===== src/hdl/ctb_pkg.sv =====
// Package for the countdown timer bank: request codes, beat layout,
// controller state type and the command/status structs.
// No dependencies.
`default_nettype none

package ctb_pkg;

    // Default number of timers in the bank
    localparam int TIMER_COUNT_DEF = 8;

    // Request codes carried in req_type
    localparam logic [2:0] REQ_TICK       = 3'd0;
    localparam logic [2:0] REQ_START_ONCE = 3'd1;
    localparam logic [2:0] REQ_START_AUTO = 3'd2;
    localparam logic [2:0] REQ_STOP       = 3'd3;
    localparam logic [2:0] REQ_CHECK      = 3'd4;
    localparam logic [2:0] REQ_DELAY      = 3'd5;

    // Prescaler terminal counts (10-tick and 1000-tick events)
    localparam logic [3:0] FAST_LAST = 4'd9;
    localparam logic [9:0] SLOW_LAST = 10'd999;

    // Run-time counter wraps to zero after this value
    localparam logic [31:0] RUN_TIME_MAX = 32'hFFFF_FFFE;

    // Beat widths
    localparam int S_TDATA_W = 48;
    localparam int M_TDATA_W = 40;

    // Controller states
    typedef enum logic [1:0] {
        ST_IDLE,
        ST_EXEC,
        ST_WALK,
        ST_POST
    } ctb_state_t;

    // Controller to datapath
    typedef struct packed {
        logic capture;   // latch the input beat
        logic exec;      // carry out the request / global tick updates
        logic walk;      // one timer entry per cycle
        logic load_out;  // move the result into the output register
    } ctb_cmd_t;

    // Datapath to controller
    typedef struct packed {
        logic is_tick;   // latched request is a tick
        logic walk_last; // entry in hand is the last timer
        logic out_free;  // output register can take a result
    } ctb_stat_t;

endpackage

`default_nettype wire


===== src/hdl/ctb_ram.sv =====
// Generic simple dual-port RAM: one write port, one read port, registered read.
// No dependencies.
`default_nettype none

module ctb_ram #(
    parameter int WIDTH = 64,
    parameter int DEPTH = 8
) (
    input  wire logic                                    aclk,
    input  wire logic                                    we,
    input  wire logic [((DEPTH > 1) ? $clog2(DEPTH) : 1)-1:0] waddr,
    input  wire logic [WIDTH-1:0]                        wdata,
    input  wire logic                                    re,
    input  wire logic [((DEPTH > 1) ? $clog2(DEPTH) : 1)-1:0] raddr,
    output logic      [WIDTH-1:0]                        rdata
);

    logic [WIDTH-1:0] mem_reg [DEPTH];
    logic [WIDTH-1:0] rdata_reg;

    // write port
    always_ff @(posedge aclk) begin
        if (we) begin
            mem_reg[waddr] <= wdata;
        end
    end

    // registered read port
    always_ff @(posedge aclk) begin
        if (re) begin
            rdata_reg <= mem_reg[raddr];
        end
    end

    assign rdata = rdata_reg;

endmodule

`default_nettype wire


===== src/hdl/ctb_datapath.sv =====
// Datapath of the countdown timer bank: timer RAM, per-timer flags, delay,
// run-time and prescaler counters, and the result register.
// Depends on ctb_pkg and ctb_ram.
`default_nettype none

module ctb_datapath #(
    parameter int TIMER_COUNT = ctb_pkg::TIMER_COUNT_DEF
) (
    input  wire logic                          aclk,
    input  wire logic                          aresetn,
    input  wire logic [ctb_pkg::S_TDATA_W-1:0] s_tdata,
    input  wire ctb_pkg::ctb_cmd_t             cmd,
    output ctb_pkg::ctb_stat_t                 stat,
    output logic                               m_tvalid,
    input  wire logic                          m_tready,
    output logic      [ctb_pkg::M_TDATA_W-1:0] m_tdata
);

    import ctb_pkg::*;

    localparam int IDX_W = (TIMER_COUNT > 1) ? $clog2(TIMER_COUNT) : 1;
    localparam logic [8:0]       COUNT_9  = 9'(TIMER_COUNT);
    localparam logic [IDX_W-1:0] LAST_IDX = IDX_W'(TIMER_COUNT - 1);

    // latched request
    logic [2:0]  req_reg;
    logic [7:0]  id_reg;
    logic [31:0] period_reg;

    // per-timer state kept in flops
    logic valid_reg   [TIMER_COUNT];
    logic expired_reg [TIMER_COUNT];
    logic auto_reg    [TIMER_COUNT];

    logic [IDX_W-1:0] idx_reg;
    logic [31:0]      delay_left_reg;
    logic             delay_flag_reg;
    logic [31:0]      tick_total_reg;
    logic [3:0]       fast_reg;
    logic [9:0]       slow_reg;
    logic             expired_res_reg;
    logic             scan_res_reg;
    logic             second_res_reg;
    logic             m_tvalid_reg;
    logic [M_TDATA_W-1:0] m_tdata_reg;

    logic             id_ok;
    logic [IDX_W-1:0] req_idx;
    logic             is_tick;
    logic             is_start;

    logic             ram_we;
    logic [IDX_W-1:0] ram_waddr;
    logic [63:0]      ram_wdata;
    logic             ram_re;
    logic [IDX_W-1:0] ram_raddr;
    logic [63:0]      ram_rdata;

    logic [31:0] cur_rem;
    logic [31:0] cur_reload;
    logic        cur_live;
    logic        hit_zero;
    logic [31:0] wb_rem;

    // request decode
    assign id_ok    = {1'b0, id_reg} < COUNT_9;
    assign req_idx  = id_reg[IDX_W-1:0];
    assign is_tick  = (req_reg == REQ_TICK);
    assign is_start = (req_reg == REQ_START_ONCE) || (req_reg == REQ_START_AUTO);

    assign stat.is_tick   = is_tick;
    assign stat.walk_last = (idx_reg == LAST_IDX);
    assign stat.out_free  = !m_tvalid_reg || m_tready;

    // capture the input beat
    always_ff @(posedge aclk) begin
        if (cmd.capture) begin
            req_reg    <= s_tdata[2:0];
            id_reg     <= s_tdata[10:3];
            period_reg <= s_tdata[42:11];
        end
    end

    // entry under the walk; an entry never written reads as zero
    assign cur_rem    = valid_reg[idx_reg] ? ram_rdata[31:0]  : '0;
    assign cur_reload = valid_reg[idx_reg] ? ram_rdata[63:32] : '0;
    assign cur_live   = (cur_rem != '0);
    assign hit_zero   = (cur_rem == 32'd1);
    assign wb_rem     = (hit_zero && auto_reg[idx_reg]) ? cur_reload : cur_rem - 32'd1;

    // RAM port control: walk writes back, start writes {reload, remaining}
    always_comb begin
        ram_re    = (cmd.exec && is_tick) || (cmd.walk && !stat.walk_last);
        ram_raddr = cmd.walk ? idx_reg + 1'b1 : '0;
        if (cmd.walk) begin
            ram_we    = cur_live;
            ram_waddr = idx_reg;
            ram_wdata = {cur_reload, wb_rem};
        end else begin
            ram_we    = cmd.exec && is_start && id_ok;
            ram_waddr = req_idx;
            ram_wdata = {period_reg, period_reg};
        end
    end

    ctb_ram #(
        .WIDTH (64),
        .DEPTH (TIMER_COUNT)
    ) u_timer_ram (
        .aclk  (aclk),
        .we    (ram_we),
        .waddr (ram_waddr),
        .wdata (ram_wdata),
        .re    (ram_re),
        .raddr (ram_raddr),
        .rdata (ram_rdata)
    );

    // walk index
    always_ff @(posedge aclk) begin
        if (!aresetn) begin
            idx_reg <= '0;
        end else if (cmd.exec) begin
            idx_reg <= '0;
        end else if (cmd.walk) begin
            idx_reg <= idx_reg + 1'b1;
        end
    end

    // per-timer flags
    always_ff @(posedge aclk) begin
        if (!aresetn) begin
            for (int i = 0; i < TIMER_COUNT; i++) begin
                valid_reg[i]   <= 1'b0;
                expired_reg[i] <= 1'b0;
                auto_reg[i]    <= 1'b0;
            end
        end else if (cmd.exec && id_ok) begin
            if (is_start) begin
                valid_reg[req_idx]   <= 1'b1;
                expired_reg[req_idx] <= 1'b0;
                auto_reg[req_idx]    <= (req_reg == REQ_START_AUTO);
            end else if (req_reg == REQ_STOP) begin
                valid_reg[req_idx]   <= 1'b0;
                expired_reg[req_idx] <= 1'b0;
                auto_reg[req_idx]    <= 1'b0;
            end else if (req_reg == REQ_CHECK) begin
                expired_reg[req_idx] <= 1'b0;
            end
        end else if (cmd.walk && hit_zero) begin
            expired_reg[idx_reg] <= 1'b1;
        end
    end

    // global counters and per-request result bits
    always_ff @(posedge aclk) begin
        if (!aresetn) begin
            delay_left_reg  <= '0;
            delay_flag_reg  <= 1'b0;
            tick_total_reg  <= '0;
            fast_reg        <= '0;
            slow_reg        <= '0;
            expired_res_reg <= 1'b0;
            scan_res_reg    <= 1'b0;
            second_res_reg  <= 1'b0;
        end else if (cmd.exec) begin
            expired_res_reg <= (req_reg == REQ_CHECK) && id_ok && expired_reg[req_idx];
            scan_res_reg    <= is_tick && (fast_reg == FAST_LAST);
            second_res_reg  <= is_tick && (slow_reg == SLOW_LAST);
            if (is_tick) begin
                if (delay_left_reg != '0) begin
                    delay_left_reg <= delay_left_reg - 32'd1;
                    if (delay_left_reg == 32'd1) begin
                        delay_flag_reg <= 1'b1;
                    end
                end
                tick_total_reg <= (tick_total_reg == RUN_TIME_MAX) ? '0
                                                                   : tick_total_reg + 32'd1;
                fast_reg <= (fast_reg == FAST_LAST) ? '0 : fast_reg + 4'd1;
                slow_reg <= (slow_reg == SLOW_LAST) ? '0 : slow_reg + 10'd1;
            end else if (req_reg == REQ_DELAY && period_reg != '0) begin
                // a length of one is stretched to two
                delay_left_reg <= (period_reg == 32'd1) ? 32'd2 : period_reg;
                delay_flag_reg <= 1'b0;
            end
        end
    end

    // result register
    always_ff @(posedge aclk) begin
        if (!aresetn) begin
            m_tvalid_reg <= 1'b0;
        end else if (cmd.load_out) begin
            m_tvalid_reg <= 1'b1;
        end else if (m_tready) begin
            m_tvalid_reg <= 1'b0;
        end
    end

    always_ff @(posedge aclk) begin
        if (cmd.load_out) begin
            m_tdata_reg <= {4'b0, second_res_reg, scan_res_reg, tick_total_reg,
                            delay_flag_reg, expired_res_reg};
        end
    end

    assign m_tvalid = m_tvalid_reg;
    assign m_tdata  = m_tdata_reg;

    // the run-time count never shows the all-ones value
    a_run_time_wrap: assert property (@(posedge aclk) disable iff (!aresetn)
        tick_total_reg != '1)
        else $error("run-time counter reached all ones");

    // prescalers stay within their periods
    a_prescale_range: assert property (@(posedge aclk) disable iff (!aresetn)
        (fast_reg <= FAST_LAST) && (slow_reg <= SLOW_LAST))
        else $error("prescaler out of range");

    // the delay flag rises only as a tick is carried out
    a_delay_rise: assert property (@(posedge aclk) disable iff (!aresetn)
        $rose(delay_flag_reg) |-> $past(cmd.exec && is_tick))
        else $error("delay flag set outside a tick");

    // a new result never overwrites one that is still waiting
    a_no_overwrite: assert property (@(posedge aclk) disable iff (!aresetn)
        cmd.load_out |-> (!m_tvalid_reg || m_tready))
        else $error("result register overwritten");

endmodule

`default_nettype wire


===== src/hdl/ctb_ctrl.sv =====
// Controller of the countdown timer bank: sequences capture, execution,
// the walk over the timer entries and the hand-off to the result register.
// Depends on ctb_pkg.
`default_nettype none

module ctb_ctrl (
    input  wire logic               aclk,
    input  wire logic               aresetn,
    input  wire logic               s_tvalid,
    output logic                    s_tready,
    input  wire ctb_pkg::ctb_stat_t stat,
    output ctb_pkg::ctb_cmd_t       cmd
);

    import ctb_pkg::*;

    ctb_state_t state_reg;
    ctb_state_t state_next;

    // state register
    always_ff @(posedge aclk) begin
        if (!aresetn) begin
            state_reg <= ST_IDLE;
        end else begin
            state_reg <= state_next;
        end
    end

    // next state and commands
    always_comb begin
        state_next   = state_reg;
        s_tready     = 1'b0;
        cmd          = '0;
        unique case (state_reg)
            ST_IDLE: begin
                s_tready    = 1'b1;
                cmd.capture = s_tvalid;
                if (s_tvalid) begin
                    state_next = ST_EXEC;
                end
            end
            ST_EXEC: begin
                cmd.exec   = 1'b1;
                state_next = stat.is_tick ? ST_WALK : ST_POST;
            end
            ST_WALK: begin
                cmd.walk = 1'b1;
                if (stat.walk_last) begin
                    state_next = ST_POST;
                end
            end
            ST_POST: begin
                cmd.load_out = stat.out_free;
                if (stat.out_free) begin
                    state_next = ST_IDLE;
                end
            end
            default: begin
                state_next = ST_IDLE;
            end
        endcase
    end

endmodule

`default_nettype wire


===== src/hdl/countdown_timer_bank.sv =====
// Countdown timer bank, a 1 ms tick request walks TIMER_COUNT timers. Each
// input beat is one request and gives exactly one result beat. A request
// other than a tick passes through capture, execute and the load of the
// result register; a tick also walks the timer RAM between execute and
// load, one entry read, decremented and written back per cycle. The load
// waits while an earlier result is still held and not taken. A new request
// is accepted as soon as the previous one has been placed in the result
// register, even while that result still waits for m_tready. Timer entries
// need no clearing pass after reset.
// Depends on ctb_pkg, ctb_ctrl, ctb_datapath and ctb_ram.
`default_nettype none

module countdown_timer_bank #(
    parameter int TIMER_COUNT = ctb_pkg::TIMER_COUNT_DEF
) (
    input  wire logic                          aclk,
    input  wire logic                          aresetn,
    input  wire logic                          s_tvalid,
    output logic                               s_tready,
    // req_type[2:0], timer_id[10:3], period[42:11], zero fill to 48 bits
    input  wire logic [ctb_pkg::S_TDATA_W-1:0] s_tdata,
    output logic                               m_tvalid,
    input  wire logic                          m_tready,
    // expired[0], delay_done[1], run_time[33:2], scan_event[34],
    // second_event[35], zero fill to 40 bits
    output logic      [ctb_pkg::M_TDATA_W-1:0] m_tdata
);

    import ctb_pkg::*;

    ctb_cmd_t  cmd;
    ctb_stat_t stat;

    ctb_ctrl u_ctrl (
        .aclk     (aclk),
        .aresetn  (aresetn),
        .s_tvalid (s_tvalid),
        .s_tready (s_tready),
        .stat     (stat),
        .cmd      (cmd)
    );

    ctb_datapath #(
        .TIMER_COUNT (TIMER_COUNT)
    ) u_datapath (
        .aclk     (aclk),
        .aresetn  (aresetn),
        .s_tdata  (s_tdata),
        .cmd      (cmd),
        .stat     (stat),
        .m_tvalid (m_tvalid),
        .m_tready (m_tready),
        .m_tdata  (m_tdata)
    );

endmodule

`default_nettype wire


===== config.mk =====
export PLATFORM = sky130hd
export DESIGN_NAME = countdown_timer_bank
export DESIGN_NICKNAME = d
export VERILOG_FILES = /design/src/hdl/ctb_pkg.sv /design/src/hdl/ctb_ram.sv /design/src/hdl/ctb_datapath.sv /design/src/hdl/ctb_ctrl.sv /design/src/hdl/countdown_timer_bank.sv
export SDC_FILE = /design/constraint.sdc
export NUM_CORES = 1
export LEC_CHECK = 0
export BUFFER_PORTS_ARGS = -buffer_cell sky130_fd_sc_hd__buf_4
export CAP_MARGIN = 20
export CORE_MARGIN = 5
export CORE_UTILIZATION = 40
export CTS_CLUSTER_DIAMETER = 150
export DETAILED_ROUTE_END_ITERATION = 10
export GPL_TIMING_DRIVEN = 0
export PLACE_DENSITY = 0.66
export SYNTH_ARGS = -nofsm -noshare
export SYNTH_HDL_FRONTEND = slang
export SYNTH_SLANG_ARGS = --single-unit

===== constraint.sdc =====
create_clock -name aclk -period 17.3 [get_ports aclk]
set_input_delay 2.595 -clock aclk [delete_from_list [all_inputs] [get_ports aclk]]
set_output_delay 2.595 -clock aclk [all_outputs]
set_load 0.005 [all_outputs]

==> impl_metrics.toml <==
[power]
p_per_area_nw_per_um2 = 139
p_sw_uw = 1490
seq_power_share_pct = 47.5
irDropWorstVdd_v = 0.0000877
sw_frac_of_total_pct = 28.8
internal_power_uw = 3670
clockPowerShare_pct = 33.9
leakagePower_uw = 0.0121
power.total_uw = 5160
p_comb_share_pct = 18.6

[layout]
instances_no_fill = 3303
largest_reg_flops = 512
fillCellCount = 6664
final_cell_mix = "edfxtp_1, nand2_1, mux4_2"
layout.nets = 2255
areaGrowthSynthToFinish_pct = 17.6
final_common_cell = "edfxtp_1"
drive_gt1_share_pct = 22.9

[worst_hold_path]
hold_path_class = "reg2reg"

[routing]
drtIter0Drc = 2151
drc = 0
detail-route-antenna-nets = 0
dr_total_vias = 19000
via_per_inst = 5.76
firstDrtPassIters = 6
wire_per_inst_um = 24.9
routed_wl_um = 82100

[clock_network]
cts_buffer_depth = 3
cts_tree = "built"
clk_latency_ps = 650
cts_setup_buffers = 0
cts.sinks = 773
hold_buffers = 0
numCtsBuffers = 79
cts.clk_slew.worst_paths_ps = 60
postCtsResizedCells = 0
ctsRootBufferMaster = "clkbuf_16"
htree_levels = 3

[grt]
first_global_vias = 19200
grt.overflow.total = 0
grt_max_degree = 37
grt_pass1_wl_um = 123000
grt_antenna_before_repair = 0
grt.total_usage_pct = 19.0

[logic_synthesis]
synth-edff-count = 655
async_reset_ff_share_pct = 0
yosys.area.top_type = "edfxtp_1"
ys_ff_latch = 773
syn_area_um2 = 31500
ys_warn_count = 0
synth.avg_cell_area_um2 = 15.9
synth_top_flop_cell = "edfxtp_1"
synth_cells = 1977
synth_cell_types = 76
ys_seq_area_share_pct = 69.9
ys_top_cells_by_area = "edfxtp_1, mux4_2, dfxtp_1, mux2_2, nand2_1"
yosysTopAreaCellShare_pct = 62.4

[sta]
fmax_mhz = 167
fin_skew_ps = 47.1
slew_viol_final = 0
rsz0062_at_grt = "false"
finalSetupTns_ps = 0
worst_slew_pin_slew_ps = 1210
fin_crit_sh_pct = 34.6
period_needed_ps = 5990
relSlewSlack_pct = 18.5
setup_viol = 0
whs_ps = 436
hold_viol_final = 0

[floorplan]
die_y_um = 291
die_x_um = 291
pin_count = 94
core_um2 = 78600
start_util_pct = 40.1
rows = 103
die_area_um2 = 84500

[critical_path]
crit_path_max_fanout = 10
worstPathArrival_ps = 6230
critPathCaptureType = "register"
cp_top_family = "buffers and inverters"
crit_slowest_cell = "a22oi_1"
cp_num_buf_inv = 5
crit_chain = "clkbuf_1 -> mux4_2 -> mux2_2 -> clkbuf_1 -> buf_1 -> nand2_1 -> ha_1 -> o31a_1 -> clkbuf_1 -> nand2_1 -> a22oi_1 -> buf_2 -> o221ai_1"
crit_required_ps = 17540
start_kind = "register"
cpPeakStageDelay_ps = 780
critPathKind = "reg2reg"
critPathMostFrequentCell = "clkbuf_1"

[place]
place_hpwl_um = 56700
port_buffers = 84
place.gp.congestion = 0.976
dp_cells = 3146

[status]
run_status = "finished clean"

[flow_run]
cap_violations = 0
[cells in the mapped netlist (8+ instances only)]
cell type	number
edfxtp_1	655
nand2_1	178
mux4_2	132
dfxtp_1	118
nor2_1	117
clkbuf_1	74
o21ai_0	67
mux2_2	66
a21oi_1	59
nand3_1	33
nor3_1	33
xor2_1	30
xnor2_1	27
inv_1	24
nand4_1	23
nor4_1	20
o31ai_1	20
buf_1	18
mux2i_1	17
o221ai_1	16
a31o_2	15
ha_1	15
nor2b_1	13
or3_1	13
or2_2	11
a22oi_1	8
[routing by layer]
metal,track usage (%),share of wire [%]
met4,6.10,3.4
met5,0,0
met1,26.1,41
met2,30.2,46
met3,4.67,9.0
[logic make-up (layout without fill, tap and decap cells)]
logic type               after synthesis  in the layout  share of synthesized area, %
other                                  1              5                        0.0119
flip-flops                           773            773                          69.9
adder cells (fa/ha/maj)               15             15                         0.595
buffers and inverters                133            405                          1.82
AO/OA/AOI/OAI                        285            285                          6.16
XOR/XNOR                              57             57                          1.58
AND/OR/NAND/NOR                      498            498                          7.60
multiplexers                         215            215                          12.3
[worst reg2reg max path, delay by kind of cell (launching register included)]
family	cells	cell delay (ps)
adder cells (fa/ha/maj)	1	320
flip-flops	1	300
buffers and inverters	5	1900
multiplexers	2	990
AND/OR/NAND/NOR	2	640
AO/OA/AOI/OAI	3	1430
[through the flow]
step           util [%]  worst slack, ps  cell area, um2
6_report           47.2            11310           37100
5_1_grt            47.2            11210           37100
4_1_cts            47.0            11510           37000
3_5_place_dp       43.6            11560           34300
3_3_place_gp       42.6             5690           33500
2_1_floorplan         -            10950           31500
[final timing paths]
kind / startpoint / endpoint / slack (ps) / depth (start not counted)
worst max-delay path: register / u_datapath.u_timer_ram.mem_reg[6][22] / 11310 / 13
worst max register to register: register / u_datapath.u_timer_ram.mem_reg[6][22] / 11310 / 13
worst min register to register: u_datapath.expired_res_reg / u_datapath.m_tdata[0] / 440 / 0
worst min-delay path: u_datapath.expired_res_reg / u_datapath.m_tdata[0] / 440 / 0
[layout make-up]
type / instances / area [um2] / share of cell area [%]
flip-flops and latches: 773 / 22000 / 59.4
multi-input cells: 1074 / 9010 / 24.3
clock buffers: 87 / 2040 / 5.50
repair buffers: 127 / 1460 / 3.95
well taps: 1050 / 1310 / 3.54
clock inverters: 58 / 644 / 1.74
plain buffers: 108 / 479 / 1.29
inverters: 25 / 93.8 / 0.253
diodes: 1 / 2.50 / 0.00675
[power groups by stage]
stage,sequential [uW],combinational [uW],clock (uW)
finish,2450,962,1750
global placement,2520,849,0
detailed placement,2480,937,0
floorplan,2440,568,0
global route,2460,1030,1860
CTS,2450,944,1780
No activity file was read; power rests on OpenSTA's default activity.
